[config.mk]
export PLATFORM = sky130hd
export DESIGN_NAME = sbm_ctrl
export DESIGN_NICKNAME = d
export VERILOG_FILES = /design/src/rtl/core/sbm_pkg.sv /design/src/rtl/core/sbm_ctrl.sv
export VERILOG_INCLUDE_DIRS = /design/src /design/src/rtl/core
export SDC_FILE = /design/constraint.sdc
export NUM_CORES = 1
export LEC_CHECK = 0
export BUFFER_PORTS_ARGS = -buffer_cell sky130_fd_sc_hd__buf_2
export CAP_MARGIN = 20
export CORE_AREA = 2 2 39 41
export DETAILED_ROUTE_END_ITERATION = 8
export DIE_AREA = 0 0 41 43
export GPL_TIMING_DRIVEN = 0
export PLACE_DENSITY = 0.45
export SYNTH_ARGS = -nofsm -noshare
export SYNTH_HDL_FRONTEND = slang
export SYNTH_SLANG_ARGS = --single-unit
[constraint.sdc]
create_clock -name clk -period 1.3 [get_ports clk]
set_input_delay 0.065 -clock clk [delete_from_list [all_inputs] [get_ports clk]]
set_output_delay 0.065 -clock clk [all_outputs]
set_load 0.005 [all_outputs]
[src/rtl/core/assert_macros.svh]
// ----------------------------------------------------------------------------
// Assertion macros
// Shared concurrent assertion macros for the stack machine core.
// ----------------------------------------------------------------------------
`ifndef ASSERT_MACROS_SVH
`define ASSERT_MACROS_SVH

`ifndef SYNTH

// Same-cycle implication, disabled while reset is asserted.
`define SBM_ASSERT_IMPL(label, clk, rst_n, ante, cons) \
    label: assert property (@(posedge clk) disable iff (!rst_n) (ante) |-> (cons)) \
        else $error("same-cycle assertion failed");

// Next-cycle implication, disabled while reset is asserted.
`define SBM_ASSERT_NEXT(label, clk, rst_n, ante, cons) \
    label: assert property (@(posedge clk) disable iff (!rst_n) (ante) |=> (cons)) \
        else $error("next-cycle assertion failed");

`else

`define SBM_ASSERT_IMPL(label, clk, rst_n, ante, cons)
`define SBM_ASSERT_NEXT(label, clk, rst_n, ante, cons)

`endif

`endif

[src/rtl/core/sbm_pkg.sv]
// ----------------------------------------------------------------------------
// Stack machine package
// Sizes, command, opcode and stop cause codes, and the control structs that
// pass between the controller and the datapath.
// ----------------------------------------------------------------------------
package sbm_pkg;

    localparam int PROGRAM_DEPTH = 256;
    localparam int STACK_DEPTH   = 64;

    // Internal widths follow from the depths.
    localparam int PA_W  = $clog2(PROGRAM_DEPTH);
    localparam int PC_W  = $clog2(PROGRAM_DEPTH + 1);
    localparam int SA_W  = $clog2(STACK_DEPTH);
    localparam int LVL_W = $clog2(STACK_DEPTH + 1);

    // Fixed field widths of the ports.
    localparam int CMD_FW    = 2;
    localparam int ADDR_FW   = 8;
    localparam int OP_FW     = 4;
    localparam int WORD_FW   = 64;
    localparam int CAUSE_FW  = 3;
    localparam int PC_FW     = 9;
    localparam int LEVEL_FW  = 7;
    localparam int MUL_HALF  = WORD_FW / 2;

    localparam logic [CMD_FW-1:0] CMD_LOAD  = 2'd0;
    localparam logic [CMD_FW-1:0] CMD_START = 2'd1;
    localparam logic [CMD_FW-1:0] CMD_STEP  = 2'd2;
    localparam logic [CMD_FW-1:0] CMD_STOP  = 2'd3;

    localparam logic [OP_FW-1:0] OP_NOP   = 4'd0;
    localparam logic [OP_FW-1:0] OP_LOADI = 4'd1;
    localparam logic [OP_FW-1:0] OP_ADD   = 4'd2;
    localparam logic [OP_FW-1:0] OP_SUB   = 4'd3;
    localparam logic [OP_FW-1:0] OP_MUL   = 4'd4;
    localparam logic [OP_FW-1:0] OP_PRINT = 4'd5;
    localparam logic [OP_FW-1:0] OP_HALT  = 4'd6;
    localparam logic [OP_FW-1:0] OP_EQ    = 4'd7;
    localparam logic [OP_FW-1:0] OP_JMP   = 4'd8;
    localparam logic [OP_FW-1:0] OP_JZ    = 4'd9;
    localparam logic [OP_FW-1:0] OP_CALL  = 4'd10;
    localparam logic [OP_FW-1:0] OP_RET   = 4'd11;

    localparam logic [CAUSE_FW-1:0] CAUSE_NONE      = 3'd0;
    localparam logic [CAUSE_FW-1:0] CAUSE_HALT      = 3'd1;
    localparam logic [CAUSE_FW-1:0] CAUSE_RET_EMPTY = 3'd2;
    localparam logic [CAUSE_FW-1:0] CAUSE_UNKNOWN   = 3'd3;
    localparam logic [CAUSE_FW-1:0] CAUSE_END       = 3'd4;

    // Commands from the controller, one per controller state.
    typedef struct packed {
        logic accept;
        logic exec;
        logic opa;
        logic mul1;
        logic mul2;
        logic mul3;
    } sbm_cmd_t;

    // Status from the datapath.
    typedef struct packed {
        logic step_go;
        logic need_pop2;
        logic is_mul;
    } sbm_stat_t;

endpackage

[src/rtl/core/sbm_ctrl.sv]
// ----------------------------------------------------------------------------
// Stack machine controller
// Sequences one beat through accept, execute, second pop and the three
// multiplier passes.
// ----------------------------------------------------------------------------
`include "assert_macros.svh"

module sbm_ctrl
    import sbm_pkg::*;
(
    input  logic      clk,
    input  logic      rst_n,
    input  logic      start,
    input  sbm_stat_t stat,
    output sbm_cmd_t  cmd,
    output logic      busy
);

    localparam logic [2:0] S_IDLE = 3'd0;
    localparam logic [2:0] S_EXEC = 3'd1;
    localparam logic [2:0] S_OPA  = 3'd2;
    localparam logic [2:0] S_MUL1 = 3'd3;
    localparam logic [2:0] S_MUL2 = 3'd4;
    localparam logic [2:0] S_MUL3 = 3'd5;

    logic [2:0] state_reg;
    logic [2:0] state_next;

    always_comb
    begin
        state_next = state_reg;
        case (state_reg)
            S_IDLE:
            begin
                if (cmd.accept && stat.step_go)
                begin
                    state_next = S_EXEC;
                end
            end
            S_EXEC:
            begin
                state_next = stat.need_pop2 ? S_OPA : S_IDLE;
            end
            S_OPA:
            begin
                state_next = stat.is_mul ? S_MUL1 : S_IDLE;
            end
            S_MUL1:
            begin
                state_next = S_MUL2;
            end
            S_MUL2:
            begin
                state_next = S_MUL3;
            end
            S_MUL3:
            begin
                state_next = S_IDLE;
            end
            default:
            begin
                state_next = S_IDLE;
            end
        endcase
    end

    always_ff @(posedge clk or negedge rst_n)
    begin
        if (!rst_n)
        begin
            state_reg <= S_IDLE;
        end
        else
        begin
            state_reg <= state_next;
        end
    end

    assign busy       = (state_reg != S_IDLE);
    assign cmd.accept = start && (state_reg == S_IDLE);
    assign cmd.exec   = (state_reg == S_EXEC);
    assign cmd.opa    = (state_reg == S_OPA);
    assign cmd.mul1   = (state_reg == S_MUL1);
    assign cmd.mul2   = (state_reg == S_MUL2);
    assign cmd.mul3   = (state_reg == S_MUL3);

    `SBM_ASSERT_IMPL(a_cmd_onehot, clk, rst_n, 1'b1, $onehot0(cmd))
    `SBM_ASSERT_NEXT(a_quick_item, clk, rst_n, cmd.accept && !stat.step_go, !busy)

endmodule

==> Word-level counts from Yosys, hierarchy flattened <==
Index checks and enable logic that the tools add are counted.
{ "classes": {"reduce_logical": 4, "eq_ne": 6, "n_mux": 4} }
{ "op_table": {"columns": ["op", "count"], "rows": [
  ["$pmux 3 s5", 1],
  ["$eq 3x2->1 const B", 2],
  ["$eq 3x3->1 const B", 2],
  ["$mux 2", 2],
  ["$eq 3x1->1 const B", 1],
  ["$logic_not 3->1", 1],
  ["$mux 3", 1],
  ["$reduce_bool 3->1", 1],
  ["$logic_and 1x1->1", 2],
  ["$ne 2x2->1 const B", 1]
]} }
{ "word_totals": {"word_cells": 15, "reg_bits": 3, "out_inout_bits": 7} }

==> Longest topological paths before layout <==
Gate-level depths: netlist of run 1.
{ "logic_depth": {"ltp_word": 5, "mapped_depth": 3, "mapped_depth_nobuf": 2} }

==> Least setup slack after synthesis of run 1 <==
No wires, ideal clock.
{ "synth_path": {"path_kind": "register -> output", "startpoint": "reg state_reg[1]", "endpoint": "out cmd[5] (netlist bit)", "arrival_ns": 0.959, "stages_incl_launch_ff": 4, "setup_slack_ns": 0.276, "path_buffers": 1, "path_cell_list": "dfrtp_1 > buf_6 > or3_4 > nor2_2"} }
{ "synth_rtl": {"columns": ["item", "line", "rtl"], "rows": [
  ["start, declared", "sbm_ctrl.sv:26", "logic [2:0] state_reg;"],
  ["start signal, assigned", "sbm_ctrl.sv:75", "state_reg <= state_next;"],
  ["end, declared", "sbm_ctrl.sv:15", "output sbm_cmd_t cmd,"]
]} }

==> results.py, run 1 <==
metrics = {
    "run_status": {
        "status": "finished with violations",
        "violations": "negative setup slack",
    },
    "power": {
        "leakage_nw": 0.176,
        "peakVddDrop_mv": 0.535,
        "powerDensity_mw_per_mm2": 2040,
    },
    "floorplanning": {
        "start_util": 0.141,
        "pin_count": 13,
        "row_count": 14,
        "core-area_mm2": 0.00138,
        "die_h_um": 43,
        "dieArea_mm2": 0.00176,
        "dieWidth_um": 41,
    },
    "clock_network": {
        "cts_tree": "built",
        "clock_latency_ns": 0.23,
        "cts.reportedPaths.clkPinSlew_ns": 0.04,
        "htreeDepth": 1,
        "clockBufferDepth": 2,
        "root_buffer": "clkbuf_4",
        "cts_sinks": 3,
        "cts_made_buffers": 3,
    },
    "synthesis": {
        "synthMuxAreaShare": 0,
        "ys.flop_type": "dfrtp_1",
        "netlist.area_leader.share": 0.385,
        "synth_top_cell_by_area": "dfrtp_1",
        "ys_seq_area_frac": 0.385,
        "synth_area_leaders": "dfrtp_1 (38%), nor3b_1 (12%), a211oi_1 (7.7%)",
        "synth-adder-area-share": 0,
        "synth-compound-area-share": 0.103,
        "synth-edff-count": 0,
        "ys_types": 14,
        "synth_simple_gate_area_frac": 0.436,
        "async_flop_share": 1.00,
        "synth_top_family_by_area": "simple AND/OR/NAND/NOR gates",
        "ys_seq_elements": 3,
        "syn_nets": 26,
        "ys_warn_count": 0,
        "synth_area_um2": 195,
        "avgSynthCellArea_um2": 9.76,
        "yosys-top-cells-count": "dfrtp_1 (3), nor3b_1 (3), a211oi_1 (2), nand3b_1 (2)",
        "syn_inst": 20,
        "synthXorXnorAreaFrac": 0,
    },
    "critical_path": {
        "r2r-end": "state_reg[2]",
        "slowest_delay_ns": 0.43,
        "path_buf_inv": 1,
        "cp.arrival_ns": 1.25,
        "r2r_cells": 3,
        "crit_cells": 3,
        "reg2reg_slack_ns": 0.20,
        "slowest_stage": "dfrtp_2",
        "cp_top_family": "simple AND/OR/NAND/NOR gates",
        "startpoint_type": "flip-flop",
        "startpoint": "state_reg[0]",
        "required_ns": 1.24,
        "cp_cell_sequence": "or3_4, nor2_2, buf_2",
        "cp_max_fo": 7,
        "path_class": "reg -> out",
        "cp-end-kind": "output port",
        "endpoint": "cmd[5]",
        "reg2reg_from": "state_reg[0]",
    },
    "sta": {
        "max_freq_mhz": 761,
        "max_slew_margin": 0.869,
        "grt_setup_unrepaired": "yes",
        "worst_slack_ns": -0.0137,
        "worstMarginPinSlew_ns": 0.196,
        "slew_viol_final": 0,
        "fin_crit_sh": 1.01,
        "finClkSkew_ns": 0.000149,
        "period_needed_ns": 1.31,
        "fin_hold_ws_ns": 0.106,
        "final-setup-viol-count": 1,
        "finalHoldViolCount": 0,
    },
    "layout": {
        "largest_reg_flops": 3,
        "syn_to_final_growth_pct": 73.1,
        "num-nets-final": 47,
        "drive_gt1_frac": 0.625,
        "fin_area_um2": 338,
        "antennaDiodeCount": 0,
    },
    "global_route": {
        "gr-total-overflow": 0,
        "grt_start_max_net_pins": 10,
        "grt_pass1_wl_um": 897,
        "grt_pass1_vias": 225,
        "grt_usage": 0.0804,
        "antenna_found_initial": 0,
    },
    "route": {
        "firstDrtPassIters": 4,
        "drc_errors": 0,
        "postRouteAntennaNets": 0,
        "vias": 220,
        "routed_wl_um": 549,
        "viasPerCell": 3.93,
        "drt-initial-drc-count": 4,
        "detail_route.wl_per_cell_um": 9.80,
    },
    "placed_design": {
        "post_dp_cell_area_um2": 275,
        "gp_routability_congestion": 0.597,
        "io_buffers": 12,
        "dp_hpwl_um": 339,
    },
    "worst_hold_path": {
        "worstHoldPathType": "in -> reg",
        "holdPathStages": 3,
    },
    "flow_run": {
        "cap_violations": 0,
    },
}
-- per-stage QoR --
step           TNS (ns)  cells   util  setup WS [ns]  total power, mW
6_report        -0.0137     56  0.244        -0.0137            0.690
5_1_grt         -0.0590     56  0.244        -0.0590            0.755
4_1_cts         -0.0766     55  0.236        -0.0526            0.680
3_5_place_dp          0     48  0.199          0.185            0.463
3_3_place_gp          0     48  0.199          0.181            0.462
2_1_floorplan         0     20      -          0.276            0.354
-- cells in the final DEF (no fill, tap or decap), types with 2 or more instances in the layout --
| cell | instances |
|---|---|
| nand3b_1 | 2 |
| a211oi_1 | 2 |
| clkbuf_4 | 3 |
| dfrtp_2 | 2 |
| buf_4 | 4 |
| buf_2 | 12 |
| nor3b_1 | 2 |
-- worst min-delay path: cells and delay by family --
family	cells	cell delay [ns]
AOI/OAI and AO/OA	1	0.06
and+or+nand+nor	1	0.06
buffers and inverters	1	0.10
-- report_power, final --
part / switching (mW) / leakage (nW) / total [mW] / internal (mW)
Sequential: 0.0499 / 0.0368 / 0.181 / 0.131
Clock: 0.0497 / 0.0150 / 0.165 / 0.115
Combinational: 0.132 / 0.124 / 0.345 / 0.213
-- per-layer routing --
metal  global-route usage  up-vias  wire length [um]
met5                    0        -                 0
met4               0.0400        0                 0
li1                     -      110                 -
met3               0.0628        0                60
met1               0.0935      101               228
met2                0.103        9               259
-- area by class of cell --
class	instances	area, um^2
Sequential cell	3	77.6
Inverter	1	3.75
Multi-Input combinational cell	15	110
Fill cell	151	1050
Tap cell	16	20.0
Timing Repair Buffer	17	100
Clock buffer	4	26.3
-- cells by family after synthesis --
kind of cell    after synthesis
simple gates                 12
compound gates                3
flops                         3
buf+inv                       2
-- worst min-delay path by stage --
stage          slack, ns     from           end
2_1_floorplan      -0.23    rst_n  state_reg[0]
3_3_place_gp       -0.14    rst_n  state_reg[1]
3_5_place_dp       -0.14    rst_n  state_reg[1]
4_1_cts             0.09  stat[1]  state_reg[1]
5_1_grt             0.13  stat[0]  state_reg[0]
6_report            0.11  stat[0]  state_reg[0]
-- repair_timing --
item	CTS	global route
gates resized for setup	0	3
setup endpoints to repair	2	5
endpoints found under the hold margin	3	0
hold buffers	1	0
pin swaps	0	1
buffers inserted	2	2
No activity file was read; power rests on OpenSTA's default activity.
==> run 2: changes to the inputs <==
REMOVE_ABC_BUFFERS = 1   (was default)
==> results.py, run 2 (same netlist as run 1, synthesis figures left out) <==
metrics = {
    "clock_network": {
        "root_buffer": "clkbuf_4",
        "clock_latency_ns": 0.23,
        "cts_sinks": 3,
        "clockBufferDepth": 2,
        "htreeDepth": 1,
        "cts_made_buffers": 3,
        "cts_tree": "built",
        "cts.reportedPaths.clkPinSlew_ns": 0.04,
    },
    "power": {
        "peakVddDrop_mv": 0.849,
        "leakage_nw": 0.169,
        "powerDensity_mw_per_mm2": 1970,
    },
    "critical_path": {
        "startpoint_type": "flip-flop",
        "cp_cell_sequence": "or3_4, nor2_2, buf_2",
        "cp-end-kind": "output port",
        "path_class": "reg -> out",
        "cp_max_fo": 4,
        "required_ns": 1.24,
        "cp.arrival_ns": 1.19,
        "path_buf_inv": 1,
        "slowest_stage": "dfrtp_2",
        "cp_top_family": "simple AND/OR/NAND/NOR gates",
        "slowest_delay_ns": 0.41,
        "reg2reg_slack_ns": 0.19,
    },
    "route": {
        "postRouteAntennaNets": 0,
        "vias": 214,
        "drt-initial-drc-count": 10,
        "firstDrtPassIters": 3,
        "routed_wl_um": 523,
        "viasPerCell": 3.89,
        "detail_route.wl_per_cell_um": 9.51,
        "drc_errors": 0,
    },
    "floorplanning": {
        "core-area_mm2": 0.00138,
        "start_util": 0.141,
        "dieWidth_um": 41,
        "row_count": 14,
        "dieArea_mm2": 0.00176,
        "pin_count": 13,
        "die_h_um": 43,
    },
    "layout": {
        "fin_area_um2": 332,
        "drive_gt1_frac": 0.641,
        "antennaDiodeCount": 0,
        "final_common_cell": "buf_2",
        "syn_to_final_growth_pct": 69.9,
        "largest_reg_flops": 3,
        "final_cell_mix": "buf_2 (12), clkbuf_4 (3), buf_4 (3), dfrtp_2 (3)",
        "num-nets-final": 46,
    },
    "placed_design": {
        "io_buffers": 12,
        "post_dp_cell_area_um2": 264,
        "gp_routability_congestion": 0.631,
    },
    "global_route": {
        "grt_usage": 0.0734,
        "grt_pass1_wl_um": 848,
        "antenna_found_initial": 0,
        "grt_pass1_vias": 201,
        "gr-total-overflow": 0,
        "grt_start_max_net_pins": 10,
    },
    "sta": {
        "max_slew_margin": 0.842,
        "worstMarginPinSlew_ns": 0.235,
        "fin_tns_setup_ns": 0,
        "slew_viol_final": 0,
        "period_needed_ns": 1.26,
        "max_freq_mhz": 795,
        "final-setup-viol-count": 0,
        "finClkSkew_ns": 0.00465,
        "fin_crit_sh": 0.968,
        "finalHoldViolCount": 0,
        "grt_setup_unrepaired": "yes",
    },
    "flow_run": {
        "cap_violations": 0,
    },
    "run_status": {
        "status": "completed",
    },
    "worst_hold_path": {
        "worstHoldPathType": "in -> reg",
    },
}
run 2: power breakdown:
group / total (mW) / internal [mW] / switching [mW]
Sequential: 0.167 / 0.133 / 0.0336
Combinational: 0.326 / 0.187 / 0.140
Clock: 0.162 / 0.115 / 0.0468
run 2: cell type report:
class | count | area (um^2)
clock buffer | 4 | 26.3
tap | 16 | 20.0
multi-input combinational | 15 | 110
timing repair buffer | 16 | 92.6
inverter | 1 | 3.75
fill | 151 | 1050
sequential | 3 | 78.8
run 2: path summary, 6_finish.rpt:
check | from | endpoint | cells after the start
max | state_reg[1] | cmd[5] | 3
min | stat[1] | state_reg[1] | 3
max reg2reg | state_reg[1] | state_reg[2] | 3
min reg2reg | state_reg[1] | state_reg[0] | 1
max in group asynchronous | rst_n | state_reg[0] | 2
min in group asynchronous | rst_n | state_reg[1] | 2
run 2: what timing repair did:
item / CTS / global route
buffers inserted: 2 / 1
endpoints found under the setup margin: 2 / 2
hold buffers: 1 / 0
pin swaps: 0 / 1
gates resized for setup: 2 / 2
hold endpoints to repair: 3 / 0
run 2: through the flow:
step                instances   util  hold slack, ns  total power [mW]  setup slack, ns
finish                     55  0.240           0.115             0.655           0.0421
global route               55  0.240           0.121             0.716          -0.0370
CTS                        54  0.230           0.105             0.646          0.00859
detailed placement         47  0.191          -0.137             0.426            0.187
global placement           47  0.191          -0.138             0.425            0.193
floorplan                  19      -          -0.231             0.322            0.302
run 2: per-layer routing:
metal | routed length (um) | vias to the layer above | global-route usage
met1 | 281 | 92 | 0.0971
met5 | 0 | - | 0
li1 | - | 109 | -
met4 | 0 | 0 | 0.0400
met3 | 59 | 0 | 0.0471
met2 | 182 | 13 | 0.0875
run 2: worst min-delay path: stages:
cell and delay, ns:
buf_2 0.10, nand3b_1 0.07, a21oi_1 0.06
==> run 3: changes to the inputs <==
PLACE_DENSITY = 0.46   (was 0.45)
clock period = 1.05 ns   (was 1.3 ns; I/O delays follow)
==> results.py, run 3 (same netlist as run 1, synthesis figures left out) <==
metrics = {
    "run_status": {
        "status": "finished with violations",
        "violations": "negative setup slack",
    },
    "layout": {
        "syn_to_final_growth_pct": 95.5,
        "num-nets-final": 48,
        "final_common_cell": "buf_2",
        "drive_gt1_frac": 0.780,
        "final_cell_mix": "buf_2 (12), nor3b_2 (3), clkbuf_4 (3), buf_6 (3), dfrtp_2 (3)",
        "antennaDiodeCount": 0,
        "fillers": 160,
        "largest_reg_flops": 3,
    },
    "power": {
        "powerDensity_mw_per_mm2": 2470,
        "power.total_uw": 942,
        "leakage_nw": 0.191,
        "peakVddDrop_mv": 1.09,
    },
    "sta": {
        "max_freq_mhz": 804,
        "period_needed_ns": 1.24,
        "max_slew_margin": 0.873,
        "finalHoldViolCount": 0,
        "worstMarginPinSlew_ns": 0.190,
        "grt_setup_unrepaired": "yes",
        "worst_slack_ns": -0.194,
        "slew_viol_final": 0,
        "fin_tns_setup_ns": -0.807,
        "final-setup-viol-count": 8,
        "fin_crit_sh": 1.19,
        "finClkSkew_ns": 0.00379,
        "fin_hold_ws_ns": 0.0965,
    },
    "clock_network": {
        "htreeDepth": 1,
        "clockBufferDepth": 2,
        "root_buffer": "clkbuf_4",
        "clock_latency_ns": 0.23,
        "cts.reportedPaths.clkPinSlew_ns": 0.03,
        "cts_made_buffers": 3,
        "cts_sinks": 3,
        "cts_tree": "built",
    },
    "route": {
        "drc_errors": 0,
        "postRouteAntennaNets": 0,
        "vias": 227,
        "viasPerCell": 3.98,
        "drt-initial-drc-count": 5,
        "routed_wl_um": 637,
        "firstDrtPassIters": 3,
        "detail_route.wl_per_cell_um": 11.2,
    },
    "global_route": {
        "grt_pass1_vias": 208,
        "gr-total-overflow": 0,
        "grt_start_max_net_pins": 10,
        "antenna_found_initial": 0,
        "grt_pass1_wl_um": 972,
        "grt_usage": 0.0896,
    },
    "worst_hold_path": {
        "holdPathStages": 3,
        "worstHoldPathType": "in -> reg",
    },
    "floorplanning": {
        "dieArea_mm2": 0.00176,
        "dieWidth_um": 41,
        "row_count": 14,
        "core-area_mm2": 0.00138,
        "die_h_um": 43,
        "pin_count": 13,
        "start_util": 0.141,
    },
    "placed_design": {
        "gp_routability_congestion": 0.632,
        "io_buffers": 12,
        "dp_hpwl_um": 324,
    },
    "critical_path": {
        "r2r_cells": 3,
        "cp_max_fo": 2,
        "cp-end-kind": "output port",
        "cp.arrival_ns": 1.19,
        "startpoint_type": "flip-flop",
        "required_ns": 1.00,
        "path_class": "reg -> out",
    },
    "flow_run": {
        "cap_violations": 0,
    },
}
run 3: cell count changes in the layout (fill, tap and decap cells not counted), sizes merged:
| cell | change |
|---|---|
| buf | +2 |
run 3: critical path: stages, from the launching register on:
cell and delay, ns:
dfrtp_2 0.39, or3_4 0.39, nor2_2 0.07, buf_2 0.10
run 3: cell type report:
type / instances / area, um^2 / area share
Clock buffer: 4 / 26.3 / 0.0689
Inverter: 1 / 3.75 / 0.00984
Multi-Input combinational cell: 15 / 134 / 0.351
Sequential cell: 3 / 78.8 / 0.207
Tap cell: 16 / 20.0 / 0.0525
Timing Repair Buffer: 18 / 119 / 0.311
run 3: path summary, 6_finish.rpt:
path                                   start            to  slack (ns)
max in group asynchronous              rst_n  state_reg[2]        0.78
worst max register to register  state_reg[1]  state_reg[2]       -0.05
worst min-delay path                 stat[1]  state_reg[1]         0.1
worst min register to register  state_reg[2]  state_reg[1]        0.57
worst max-delay path            state_reg[1]        cmd[5]       -0.19
min in group asynchronous              rst_n  state_reg[0]        0.15
run 3: power by group:
part / switching (mW) / leakage [nW] / internal (mW) / total, mW
Clock: 0.0612 / 0.0150 / 0.142 / 0.204
Combinational: 0.233 / 0.141 / 0.309 / 0.542
Sequential: 0.0316 / 0.0354 / 0.165 / 0.196
run 3: stage by stage:
| stage | util | area (um^2) | std cells | setup WS [ns] |
|---|---|---|---|---|
| final | 0.276 | 382 | 57 | -0.194 |
| after global routing | 0.276 | 382 | 57 | -0.264 |
| after CTS | 0.258 | 357 | 56 | -0.208 |
| after detailed placement | 0.191 | 264 | 47 | -0.0536 |
| after global placement | 0.191 | 264 | 47 | -0.0496 |
| after floorplan | - | 184 | 19 | 0.0649 |
run 3: timing repair:
| action | CTS | global route |
|---|---|---|
| pin swaps | 1 | 2 |
| gates resized for setup | 8 | 4 |
| setup buffers | 4 | 1 |
| hold buffers | 1 | 0 |
| endpoints found under the setup margin | 6 | 9 |
| cloned | 0 | 0 |
| hold endpoints to repair | 3 | 0 |
run 3: routing by layer:
layer,GRT usage,part of all wire,vias up
li1,-,-,111
met1,0.114,0.43,101
met2,0.103,0.44,15
met3,0.0942,0.13,0
met4,0.0200,0,0
met5,0,0,-
